**src/design/jpfd_pkg.sv**
```systemverilog
`timescale 1ns / 1ps
// ---------------------------------------------------------------------------
// jpfd_pkg
// Types, constants and the command length table shared by the decoder.
// ---------------------------------------------------------------------------
package jpfd_pkg;

    localparam int DEF_MAX_BYTES  = 64;
    localparam int DEF_MAX_PULSES = 1024;

    // pulse index at which the command byte is complete
    localparam int CMD_PULSES = 8;

    // configuration register indexes
    localparam logic [1:0] CFG_PERIOD_MIN    = 2'd0;
    localparam logic [1:0] CFG_PERIOD_MAX    = 2'd1;
    localparam logic [1:0] CFG_ONE_THRESHOLD = 2'd2;

    localparam logic [15:0] RST_PERIOD_MIN    = 16'd7;
    localparam logic [15:0] RST_PERIOD_MAX    = 16'd9;
    localparam logic [14:0] RST_ONE_THRESHOLD = 15'd4;

    // result kinds
    localparam logic KIND_DATA    = 1'b0;
    localparam logic KIND_SUMMARY = 1'b1;

    typedef struct packed {
        logic [14:0] low_ticks;
        logic [14:0] high_ticks;
    } t_pulse;

    typedef struct packed {
        logic       kind;
        logic [7:0] byte_value;
        logic [5:0] byte_index;
        logic       in_response;
        logic [9:0] stop_position;
        logic [6:0] byte_count;
    } t_result;

    // classified pulse passed from front to back
    typedef struct packed {
        logic eof;
        logic bad;
        logic one;
    } t_pulse_cls;

    // command length in bytes, zero for an unknown command
    function automatic logic [7:0] cmd_len(input logic [7:0] cmd);
        logic [7:0] len;
        case (cmd)
            8'h00: len = 8'h01;
            8'h01: len = 8'h01;
            8'h02: len = 8'h03;
            8'h03: len = 8'h23;
            8'h08: len = 8'h01;
            8'h09: len = 8'h03;
            8'h0A: len = 8'h17;
            8'h0B: len = 8'h03;
            8'h0C: len = 8'h07;
            8'h0D: len = 8'h03;
            8'h13: len = 8'h02;
            8'h30: len = 8'h03;
            8'h40: len = 8'h03;
            8'h41: len = 8'h03;
            8'h42: len = 8'h03;
            8'h4E: len = 8'h03;
            8'h54: len = 8'h03;
            8'hFF: len = 8'h01;
            default: len = 8'h00;
        endcase
        return len;
    endfunction

endpackage

```
**src/design/jpfd_front.sv**
```systemverilog
`timescale 1ns / 1ps
// ---------------------------------------------------------------------------
// jpfd_front
// Configuration registers and per-pulse classification (end of frame,
// window check, bit value).
// ---------------------------------------------------------------------------
module jpfd_front import jpfd_pkg::*; (
    input  logic        i_clk,
    input  logic        i_rst_n,
    input  logic        i_cfg_valid,
    input  logic [1:0]  i_cfg_index,
    input  logic [15:0] i_cfg_data,
    input  t_pulse      i_pulse,
    output t_pulse_cls  o_cls
);

    logic [15:0] r_period_min;
    logic [15:0] r_period_max;
    logic [14:0] r_one_threshold;
    logic [15:0] period;

    always_ff @(posedge i_clk) begin
        if (!i_rst_n) begin
            r_period_min    <= RST_PERIOD_MIN;
            r_period_max    <= RST_PERIOD_MAX;
            r_one_threshold <= RST_ONE_THRESHOLD;
        end else if (i_cfg_valid) begin
            case (i_cfg_index)
                CFG_PERIOD_MIN:    r_period_min    <= i_cfg_data;
                CFG_PERIOD_MAX:    r_period_max    <= i_cfg_data;
                CFG_ONE_THRESHOLD: r_one_threshold <= i_cfg_data[14:0];
                default: ;
            endcase
        end
    end

    assign period = 16'(i_pulse.low_ticks) + 16'(i_pulse.high_ticks);

    assign o_cls.eof = (i_pulse.high_ticks == 15'd0);
    assign o_cls.bad = (period < r_period_min) || (period > r_period_max);
    assign o_cls.one = (i_pulse.high_ticks > r_one_threshold);

endmodule

```
**src/design/jpfd_queue.sv**
```systemverilog
`timescale 1ns / 1ps
// ---------------------------------------------------------------------------
// jpfd_queue
// Two-entry queue of classified pulses between front and back.
// ---------------------------------------------------------------------------
module jpfd_queue import jpfd_pkg::*; (
    input  logic       i_clk,
    input  logic       i_rst_n,
    input  logic       i_push,
    input  t_pulse_cls i_data,
    output logic       o_full,
    input  logic       i_pop,
    output logic       o_valid,
    output t_pulse_cls o_data
);

    t_pulse_cls r_mem [2];
    logic       r_wr_ptr;
    logic       r_rd_ptr;
    logic [1:0] r_count;
    logic [1:0] n_count;

    assign o_full  = (r_count == 2'd2);
    assign o_valid = (r_count != 2'd0);
    assign o_data  = r_mem[r_rd_ptr];

    always_comb begin
        n_count = r_count;
        if (i_push && !i_pop) begin
            n_count = r_count + 2'd1;
        end else if (!i_push && i_pop) begin
            n_count = r_count - 2'd1;
        end
    end

    always_ff @(posedge i_clk) begin
        if (!i_rst_n) begin
            r_wr_ptr <= 1'b0;
            r_rd_ptr <= 1'b0;
            r_count  <= 2'd0;
        end else begin
            if (i_push) begin
                r_wr_ptr <= ~r_wr_ptr;
            end
            if (i_pop) begin
                r_rd_ptr <= ~r_rd_ptr;
            end
            r_count <= n_count;
        end
    end

    always_ff @(posedge i_clk) begin
        if (i_push) begin
            r_mem[r_wr_ptr] <= i_data;
        end
    end

endmodule

```
**src/design/jpfd_back.sv**
```systemverilog
`timescale 1ns / 1ps
// ---------------------------------------------------------------------------
// jpfd_back
// Frame state: bit assembly, stop bit tracking, byte and summary results,
// held in an output register.
// ---------------------------------------------------------------------------
module jpfd_back import jpfd_pkg::*; #(
    parameter int MAX_BYTES  = DEF_MAX_BYTES,
    parameter int MAX_PULSES = DEF_MAX_PULSES
) (
    input  logic       i_clk,
    input  logic       i_rst_n,
    input  logic       i_q_valid,
    input  t_pulse_cls i_q_data,
    output logic       o_q_pop,
    output logic       o_out_valid,
    input  logic       i_out_ready,
    output t_result    o_out_data
);

    localparam int PIW = $clog2(MAX_PULSES + 1);
    localparam int LBW = $clog2(MAX_PULSES);
    localparam int BCW = $clog2(MAX_BYTES * 8 + 1);
    localparam int BNW = BCW - 3;
    localparam int SKW = (PIW > 11) ? PIW : 11;

    logic [PIW-1:0] r_pulse_index, n_pulse_index;
    logic [BCW-1:0] r_bit_count, n_bit_count;
    logic [SKW-1:0] r_skip_pos, n_skip_pos;
    logic [LBW-1:0] r_last_bad, n_last_bad;
    logic [7:0]     r_shift, n_shift;
    logic [7:0]     r_cmd, n_cmd;
    logic           r_past_stop, n_past_stop;
    logic           r_out_valid;
    t_result        r_out_data, n_out_data;
    logic           emit;

    logic [BCW-1:0] bc_inc;
    logic [BNW-1:0] byte_no;
    logic [7:0]     shift_in;
    logic [SKW-1:0] idx_ext;

    assign o_q_pop     = i_q_valid && (!r_out_valid || i_out_ready);
    assign o_out_valid = r_out_valid;
    assign o_out_data  = r_out_data;

    assign bc_inc   = r_bit_count + BCW'(1);
    assign byte_no  = BNW'((bc_inc >> 3) - BCW'(1));
    assign shift_in = {r_shift[6:0], i_q_data.one};
    assign idx_ext  = SKW'(r_pulse_index);

    always_comb begin
        n_pulse_index = r_pulse_index;
        n_bit_count   = r_bit_count;
        n_skip_pos    = r_skip_pos;
        n_last_bad    = r_last_bad;
        n_shift       = r_shift;
        n_cmd         = r_cmd;
        n_past_stop   = r_past_stop;
        emit          = 1'b0;
        n_out_data    = '0;

        if (i_q_data.eof) begin
            emit                     = 1'b1;
            n_out_data.kind          = KIND_SUMMARY;
            n_out_data.stop_position = 10'(r_last_bad);
            n_out_data.byte_count    = 7'(r_bit_count >> 3);
            n_pulse_index = '0;
            n_bit_count   = '0;
            n_skip_pos    = '0;
            n_last_bad    = '0;
            n_shift       = '0;
            n_cmd         = '0;
            n_past_stop   = 1'b0;
        end else if (r_pulse_index < PIW'(MAX_PULSES)) begin
            n_pulse_index = r_pulse_index + PIW'(1);
            if (r_pulse_index == PIW'(CMD_PULSES)) begin
                n_skip_pos = SKW'({cmd_len(r_cmd), 3'b000});
            end
            if (i_q_data.bad) begin
                n_last_bad = LBW'(r_pulse_index);
                // unknown command: first late out-of-window pulse is the stop bit
                if (n_skip_pos == '0 && r_pulse_index > PIW'(CMD_PULSES)) begin
                    n_skip_pos = idx_ext;
                end
            end
            if (n_skip_pos != '0 && idx_ext == n_skip_pos) begin
                n_past_stop = 1'b1;
            end else if (r_bit_count < BCW'(MAX_BYTES * 8)) begin
                n_bit_count = bc_inc;
                n_shift     = shift_in;
                if (bc_inc[2:0] == 3'd0) begin
                    emit                   = 1'b1;
                    n_out_data.kind        = KIND_DATA;
                    n_out_data.byte_value  = shift_in;
                    n_out_data.byte_index  = 6'(byte_no);
                    n_out_data.in_response = r_past_stop;
                    n_shift                = '0;
                    if (byte_no == '0) begin
                        n_cmd = shift_in;
                    end
                end
            end
        end
    end

    always_ff @(posedge i_clk) begin
        if (!i_rst_n) begin
            r_pulse_index <= '0;
            r_bit_count   <= '0;
            r_skip_pos    <= '0;
            r_last_bad    <= '0;
            r_shift       <= '0;
            r_cmd         <= '0;
            r_past_stop   <= 1'b0;
            r_out_valid   <= 1'b0;
        end else begin
            if (o_q_pop) begin
                r_pulse_index <= n_pulse_index;
                r_bit_count   <= n_bit_count;
                r_skip_pos    <= n_skip_pos;
                r_last_bad    <= n_last_bad;
                r_shift       <= n_shift;
                r_cmd         <= n_cmd;
                r_past_stop   <= n_past_stop;
            end
            if (o_q_pop && emit) begin
                r_out_valid <= 1'b1;
            end else if (i_out_ready) begin
                r_out_valid <= 1'b0;
            end
        end
    end

    always_ff @(posedge i_clk) begin
        if (o_q_pop && emit) begin
            r_out_data <= n_out_data;
        end
    end

endmodule

```
**src/design/joybus_pulse_frame_decoder.sv**
```systemverilog
`timescale 1ns / 1ps
// ---------------------------------------------------------------------------
// joybus_pulse_frame_decoder
// One-wire pulse frame decoder: pulses in, data bytes and frame summaries out.
// ---------------------------------------------------------------------------
// Input channel (i_in_*): one transaction per measured pulse, low and high
// tick counts; a high count of zero ends the frame. Output channel
// (o_out_*): a data byte every eight kept bits, and one summary (byte count,
// last out-of-window pulse index) at end of frame. Configuration channel
// (i_cfg_*): period window and one threshold, written while the block is
// idle; o_cfg_ready is always high and indexes past the list are ignored.
// Throughput is one pulse per cycle while the receiver keeps up. A result
// reaches the output through the queue and the output register: the front
// classifies combinationally, the queue captures the class when the pulse
// is accepted, and the frame state logic loads the output register on pop.
// When the receiver stalls, the output register holds, the queue
// fills, and o_in_ready drops once both queue entries are taken.
// Synchronous reset clears the frame state, the queue and the output valid
// flag, and loads the configuration reset values.
// ---------------------------------------------------------------------------
module joybus_pulse_frame_decoder import jpfd_pkg::*; #(
    parameter int MAX_BYTES  = DEF_MAX_BYTES,
    parameter int MAX_PULSES = DEF_MAX_PULSES
) (
    input  logic        i_clk,
    input  logic        i_rst_n,
    input  logic        i_cfg_valid,
    output logic        o_cfg_ready,
    input  logic [1:0]  i_cfg_index,
    input  logic [15:0] i_cfg_data,
    input  logic        i_in_valid,
    output logic        o_in_ready,
    input  t_pulse      i_in_data,
    output logic        o_out_valid,
    input  logic        i_out_ready,
    output t_result     o_out_data
);

    t_pulse_cls cls;
    t_pulse_cls q_data;
    logic       q_full;
    logic       q_valid;
    logic       q_pop;
    logic       push;

    assign o_cfg_ready = 1'b1;
    assign o_in_ready  = !q_full;
    assign push        = i_in_valid && !q_full;

    jpfd_front u_front (
        .i_clk       (i_clk),
        .i_rst_n     (i_rst_n),
        .i_cfg_valid (i_cfg_valid),
        .i_cfg_index (i_cfg_index),
        .i_cfg_data  (i_cfg_data),
        .i_pulse     (i_in_data),
        .o_cls       (cls)
    );

    jpfd_queue u_queue (
        .i_clk   (i_clk),
        .i_rst_n (i_rst_n),
        .i_push  (push),
        .i_data  (cls),
        .o_full  (q_full),
        .i_pop   (q_pop),
        .o_valid (q_valid),
        .o_data  (q_data)
    );

    jpfd_back #(
        .MAX_BYTES  (MAX_BYTES),
        .MAX_PULSES (MAX_PULSES)
    ) u_back (
        .i_clk       (i_clk),
        .i_rst_n     (i_rst_n),
        .i_q_valid   (q_valid),
        .i_q_data    (q_data),
        .o_q_pop     (q_pop),
        .o_out_valid (o_out_valid),
        .i_out_ready (i_out_ready),
        .o_out_data  (o_out_data)
    );

endmodule
```
**config.mk**
```make
export PLATFORM = sky130hd
export DESIGN_NAME = joybus_pulse_frame_decoder
export DESIGN_NICKNAME = d
export VERILOG_FILES = /design/src/design/jpfd_pkg.sv /design/src/design/jpfd_front.sv /design/src/design/jpfd_queue.sv /design/src/design/jpfd_back.sv /design/src/design/joybus_pulse_frame_decoder.sv
export SDC_FILE = /design/constraint.sdc
export NUM_CORES = 1
export LEC_CHECK = 0
export BUFFER_PORTS_ARGS = -buffer_cell sky130_fd_sc_hd__buf_2
export CORE_AREA = 2 2 152 154
export DETAILED_ROUTE_END_ITERATION = 16
export DIE_AREA = 0 0 154 156
export GPL_TIMING_DRIVEN = 0
export PLACE_DENSITY_LB_ADDON = 0.1
export SETUP_SLACK_MARGIN = 0.5
export SLEW_MARGIN = 15
export SYNTH_ARGS = -nofsm -noshare
export SYNTH_HDL_FRONTEND = slang
export SYNTH_SLANG_ARGS = --single-unit
```
**constraint.sdc**
```tcl
create_clock -name i_clk -period 5.25 [get_ports i_clk]
set_input_delay 1.05 -clock i_clk [delete_from_list [all_inputs] [get_ports i_clk]]
set_output_delay 1.05 -clock i_clk [all_outputs]
set_load 0.02 [all_outputs]
```
Yosys cells after proc, flatten, opt, wreduce, memory -nomap -nowiden
Memories as Yosys holds them, arrays and structs flattened. A register that Yosys moved wholly into a read port is not among the register bits.
Cells that the tools add are included.
Widths: inputs -> output; s select.
{"block": "totals", "register_bits": 143, "mem_bits_rw": 6, "out_inout_bits": 36, "memories": 1}
{"name": "u_queue.r_mem", "words": 2, "word_bits": 3, "rd": 1, "rd_clocked_by_memory_dff": 1, "wr": 1, "line_no": "jpfd_queue.sv:17", "text": "t_pulse_cls r_mem [2];"}
{"block": "op_classes", "addsub": 6, "n_lt_le_gt_ge": 6, "eq_ne": 23, "mux": 50, "n_bitwise": 5, "n_reduce_logical": 40}
{"cell": "$mux 11", "n": 11}
{"cell": "$mux 10", "n": 7}
{"cell": "$eq 8x4->1 const B", "n": 6}
{"cell": "$mux 16", "n": 3}
{"cell": "$mux 8", "n": 6}
{"cell": "$eq 8x7->1 const B", "n": 5}
{"cell": "$pmux 6 s6", "n": 1}
{"cell": "$mux 7", "n": 5}
{"cell": "$reduce_bool 2->1", "n": 9}
{"cell": "$add 15x15->16", "n": 1}
{"cell": "$eq 8x2->1 const B", "n": 2}
{"cell": "$gt 16x16->1", "n": 1}
{"cell": "$lt 16x16->1", "n": 1}
{"cell": "$gt 15x15->1", "n": 1}
{"cell": "$logic_not 15->1", "n": 1}
{"cell": "$mux 15", "n": 1}
{"cell": "$mux 1", "n": 14}
{"cell": "$add 11x1->11 const B", "n": 1}
{"cell": "$eq 11x11->1", "n": 1}
{"cell": "$eq 11x4->1 const B", "n": 1}
{"cell": "$gt 11x4->1 const B", "n": 1}
{"cell": "$logic_not 11->1", "n": 1}
{"cell": "$lt 11x11->1 const B", "n": 1}
{"cell": "$reduce_bool 11->1", "n": 1}
{"cell": "other kinds (28)", "n": 48}

Logic depth before layout (Yosys ltp)
{"block": "logic_depth", "depth_word": 19, "depth_mapped": 18, "ltp_nobuf": 18}

By module
A second synthesis with hierarchy kept.
{"block": "unflattened", "hier_cells": 957, "area_unflattened_um2": 8649.5}
{"mod": "jpfd_back", "n_inst": 1, "cells_per_inst": 462, "area_each_um2": 4513.1}
{"mod": "jpfd_front", "n_inst": 1, "cells_per_inst": 460, "area_each_um2": 3679.8}
{"mod": "jpfd_queue", "n_inst": 1, "cells_per_inst": 31, "area_each_um2": 435.4}
{"mod": "joybus_pulse_frame_decoder", "n_inst": 1, "cells_per_inst": 4, "area_each_um2": 21.3}

Least setup slack after synthesis
Ideal clock, no wire load.
{"block": "synth_timing", "kind": "input port to flip-flop", "from": "in i_in_data[0] (netlist bit)", "to": "mem u_queue.r_mem[0][1] (netlist bit), data pin", "setup_time_ps": 273, "arrival_ps": 4341, "required_time_ps": 4977, "setup_slack_ps": 636, "path_stages": 18, "n_path_buf": 0, "cell_sequence": "ha_1 > fa_1 > a21o_1 > a21oi_1 > o21bai_1 > a211o_1 > nand3_1 > a31oi_1 > a21o_1 > a21oi_1 > xnor2_1 > ha_1 > nand4_1 > or2_2 > nor3_1 > o22ai_1 > a211oi_1 > o21ai_0"}
{"element": "start, declared", "line_no": "joybus_pulse_frame_decoder.sv:33", "text": "input t_pulse i_in_data,"}
{"element": "end, declared", "line_no": "jpfd_queue.sv:17"}

==> results by group <==
Drt
  – DRT Pass-1 Iters: 5
  – Drt wl/cell: 15.9 µm
  – Drt drc: 0
  – Post-DR vias/cell: 5.05
  – Detailed Route Iter0 Violations: 351
  – Via count: 6910
  – Final WL: 21.7 mm
  – ANT nets after route: 0

Synth
  – Largest cells by area after synthesis: dfxtp_1 (26%), edfxtp_1 (14%), ha_1 (9.9%), nand2_1 (6.2%), a21boi_0 (3.8%)
  – Share of the yosys chip area belonging to registers: between 30 and 40%
  – Syn nets: 1084
  – Register bit count reported by yosys: 150
  – Post-synth EDFFs: 39
  – Post-synth top area cell: dfxtp_1
  – Post-synth top cells: nand2_1 (142), dfxtp_1 (111), inv_1 (71)
  – Synth Flop Type: dfxtp_1
  – Cells after Synth: 962
  – Distinct cells, synth: 73
  – Post-Syn Area: between 0.008 and 0.009 mm²
  – Synth top area share: 25.9%
  – Yosys warning count: 0
  – Avg Cell Area, Syn: ~8.9 µm²
  – Leading cell type by number of instances after synthesis: nand2_1
  – Ys async rst share: 0%

CTS
  – Clk pin slew, worst setup/hold paths: 0.07 ns
  – CTS max path bufs: 2
  – CTS tree: yes
  – CTS Sinks: 150
  – H-tree Lvls: 4
  – Clk_lat worst skew: 0.43 ns
  – CTS buffer count: 17
  – Root Buffer: clkbuf_16

Min path
  – Hold Crit Class: reg2reg

Timing
  – Fin Clk Skew: 0.0119 ns
  – Final setup vio count: 0
  – Least-Margin Pin Slew: 0.979 ns
  – Fmax: between 200 and 250 MHz
  – RSZ-0062 raised after global routing: no
  – Final worst path period share: 88.3%
  – Final Slew Violations: 0
  – Hold Vio Cnt, Final: 0
  – Crit path time final: ~4.6 ns
  – Rel. slew slack: 34.6%

Global route
  – Total gr overflow: 0
  – First-pass GRT wire length: ~35 mm
  – Initial antenna violation count: 0
  – Largest net degree at the start of global routing: 19
  – Total track usage: 18.6%
  – Vias in the first global route: 6574

Critical path
  – R2R Path End: u_back.o_out_data[6]
  – Setup slack, reg-to-reg: between 1 and 1.5 ns
  – Worst setup path category: in2reg
  – Critical path data required time: 5.40 ns
  – Crit path arrival time: 4.78 ns
  – Worst R2R Start: u_back.idx_ext[0]
  – Reg2Reg Depth: 13
  – CP Launch Type: input port
  – CP endpoint kind: flop
  – CP Launch Point: i_in_data[1]
  – Critical Path Sink: u_queue.r_mem[1][1]
  – Max FO, Critical Path: 4

Power
  – Leak Pwr: 3.87 nW
  – Sequential share of power: 38.7%
  – Clock power frac: between 30% and 40%
  – Switching share of power: 33.6%
  – P_sw: between 0.001 and 0.0015 W
  – Total chip power: 0.00347 W
  – Power Density: 345 mW/mm²
  – Combinational fraction of design power: 25.9%
  – Maximum VDD drop: between 0.15 and 0.2 mV
  – Total internal power: between 0.002 and 0.0025 W

Layout
  – Area Growth Syn to Fin: 17.1%
  – Layout cell share with drive strength beyond 1: about 15%
  – ANT cells: 0
  – Layout Nets: 1192
  – Design area: 0.0101 mm²
  – # fillers: around 2200

Floorplan
  – Die Span X: between 150 and 200 µm
  – FP Rows: 55
  – DIE HEIGHT: 156 µm
  – Initial core utilization: a little under two fifths
  – Core Box Area: 0.0224 mm²
  – Die area: about 0.024 mm²
  – Number of I/O pins: just under 90

Run status
  – Status: finished, final reports clean

Placed design
  – Port bufs: just under 90
  – RD Place Congestion: 0.895
  – Post-DP Area: about 0.0094 mm²
  – Hpwl dp: 16.9 mm

Job
  – Max cap viols: 0
-- worst max-delay path, stage by stage --
cell,delay [ns]
buf_2,0.15
ha_1,0.29
a21o_1,0.17
a21o_1,0.21
a21oi_2,0.23
o21ai_0,0.18
a41oi_1,0.38
a211oi_1,0.18
a31o_2,0.30
xor2_1,0.26
ha_1,0.31
a21o_1,0.16
a21o_1,0.17
a211oi_1,0.28
o22ai_1,0.11
a211oi_1,0.21
o21ai_1,0.14
-- area by class of cell --
cell class                 count  area [µm²]  area share [%]
sequential                   150        3390            33.8
clock buffer                  19         454            4.52
timing repair buffer          89         470            4.68
multi-input combinational    696        4760            47.3
buffer                        45         218            2.17
tap                          285         357            3.55
inverter                      71         267            2.65
clock inverter                13         136            1.36
-- stage by stage --
stage / hold slack (ns) / std cells / setup TNS, ns / util, % / setup slack (ns)
2_1_floorplan: 0.437 / 962 / 0 / - / 0.636
3_3_place_gp: 0.451 / 1334 / -13.09 / 41.9 / -0.379
3_5_place_dp: 0.455 / 1335 / -0.702 / 42.1 / -0.351
4_1_cts: 0.467 / 1367 / 0 / 44.9 / 0.512
5_1_grt: 0.483 / 1368 / 0 / 45.0 / 0.504
6_report: 0.461 / 1368 / 0 / 45.0 / 0.616
-- worst min path at each step --
stage                            start                      end  slack [ns]  depth (start not counted)
2_1_floorplan       u_back.r_past_stop       u_back.r_past_stop        0.44                          2
3_3_place_gp   u_front.r_period_max[5]  u_front.r_period_max[5]        0.45                          2
3_5_place_dp        u_back.r_past_stop       u_back.r_past_stop        0.46                          2
4_1_cts        u_front.r_period_min[5]  u_front.r_period_min[5]        0.47                          2
5_1_grt             u_back.r_past_stop       u_back.r_past_stop        0.48                          2
6_report       u_front.r_period_min[5]  u_front.r_period_min[5]        0.46                          2
-- power by group through the flow --
stage | Sequential, W | Clock (W) | Combinational [W]
after floorplan | 0.00141 | 0 | 0.000548
after global placement | 0.00137 | 0 | 0.000875
after detailed placement | 0.00137 | 0 | 0.000902
after CTS | 0.00134 | 0.00126 | 0.000912
after global routing | 0.00135 | 0.00132 | 0.00101
final | 0.00134 | 0.00123 | 0.000898
-- cell families (layout without fill, tap and decap cells) --
kind of cell / Yosys count / in the layout / synth area share (%)
compound gates: 215 / 215 / 18.2
buf+inv: 116 / 237 / 5.64
flops: 150 / 150 / 39.5
other cells: 1 / 1 / 0.0437
fa+ha+maj: 69 / 69 / 10.1
xor+xnor: 36 / 36 / 3.67
simple gates: 367 / 367 / 21.8
mux: 8 / 8 / 0.933
-- sequential cells by signal (all words and copies together) (netlist names), 2 cells and up, named ones only --
register                 cells
u_front.r_period_max        16
u_queue.r_mem                6
u_back.idx_ext              11
u_back.r_bit_count          10
u_back.r_last_bad           10
u_front.r_period_min        16
u_back.r_cmd                 8
u_queue.r_count              2
u_back.o_out_data           33
u_front.r_one_threshold     15
u_back.r_shift               7
u_back.r_skip_pos           11
-- layout by cell type (no fill, tap or decap), types with 11 or more instances in the layout --
master / n
nand2_1: 142
dfxtp_1: 111
buf_2: 96
inv_1: 71
ha_1: 68
nor2_1: 44
a21boi_0: 44
edfxtp_1: 39
clkbuf_1: 31
nand3_1: 30
a21oi_1: 30
nor2b_1: 27
o21ai_0: 26
and2_1: 25
xnor2_1: 19
a21o_1: 18
clkbuf_16: 18
nor3_1: 17
xor2_1: 17
o21a_1: 15
a22oi_1: 15
nand4_1: 12
o2bb2ai_1: 12
nand2b_1: 11
and3_1: 11
-- per-layer routing --
layer	up-vias	GRT usage [%]	wire length, µm
met5	-	0	0
met4	0	5.92	342
met3	26	2.50	635
met2	142	32.9	10600
met1	3152	23.7	10100
li1	3590	-	-
-- timing repair --
action                                  in CTS  in global routing
buffers inserted                             0                  1
pin swaps                                    0                  2
hold buffers                                 0                  0
resized for setup                            8                  2
endpoints found under the setup margin       2                  2
Note: power is estimated with default switching activity, not from simulation.
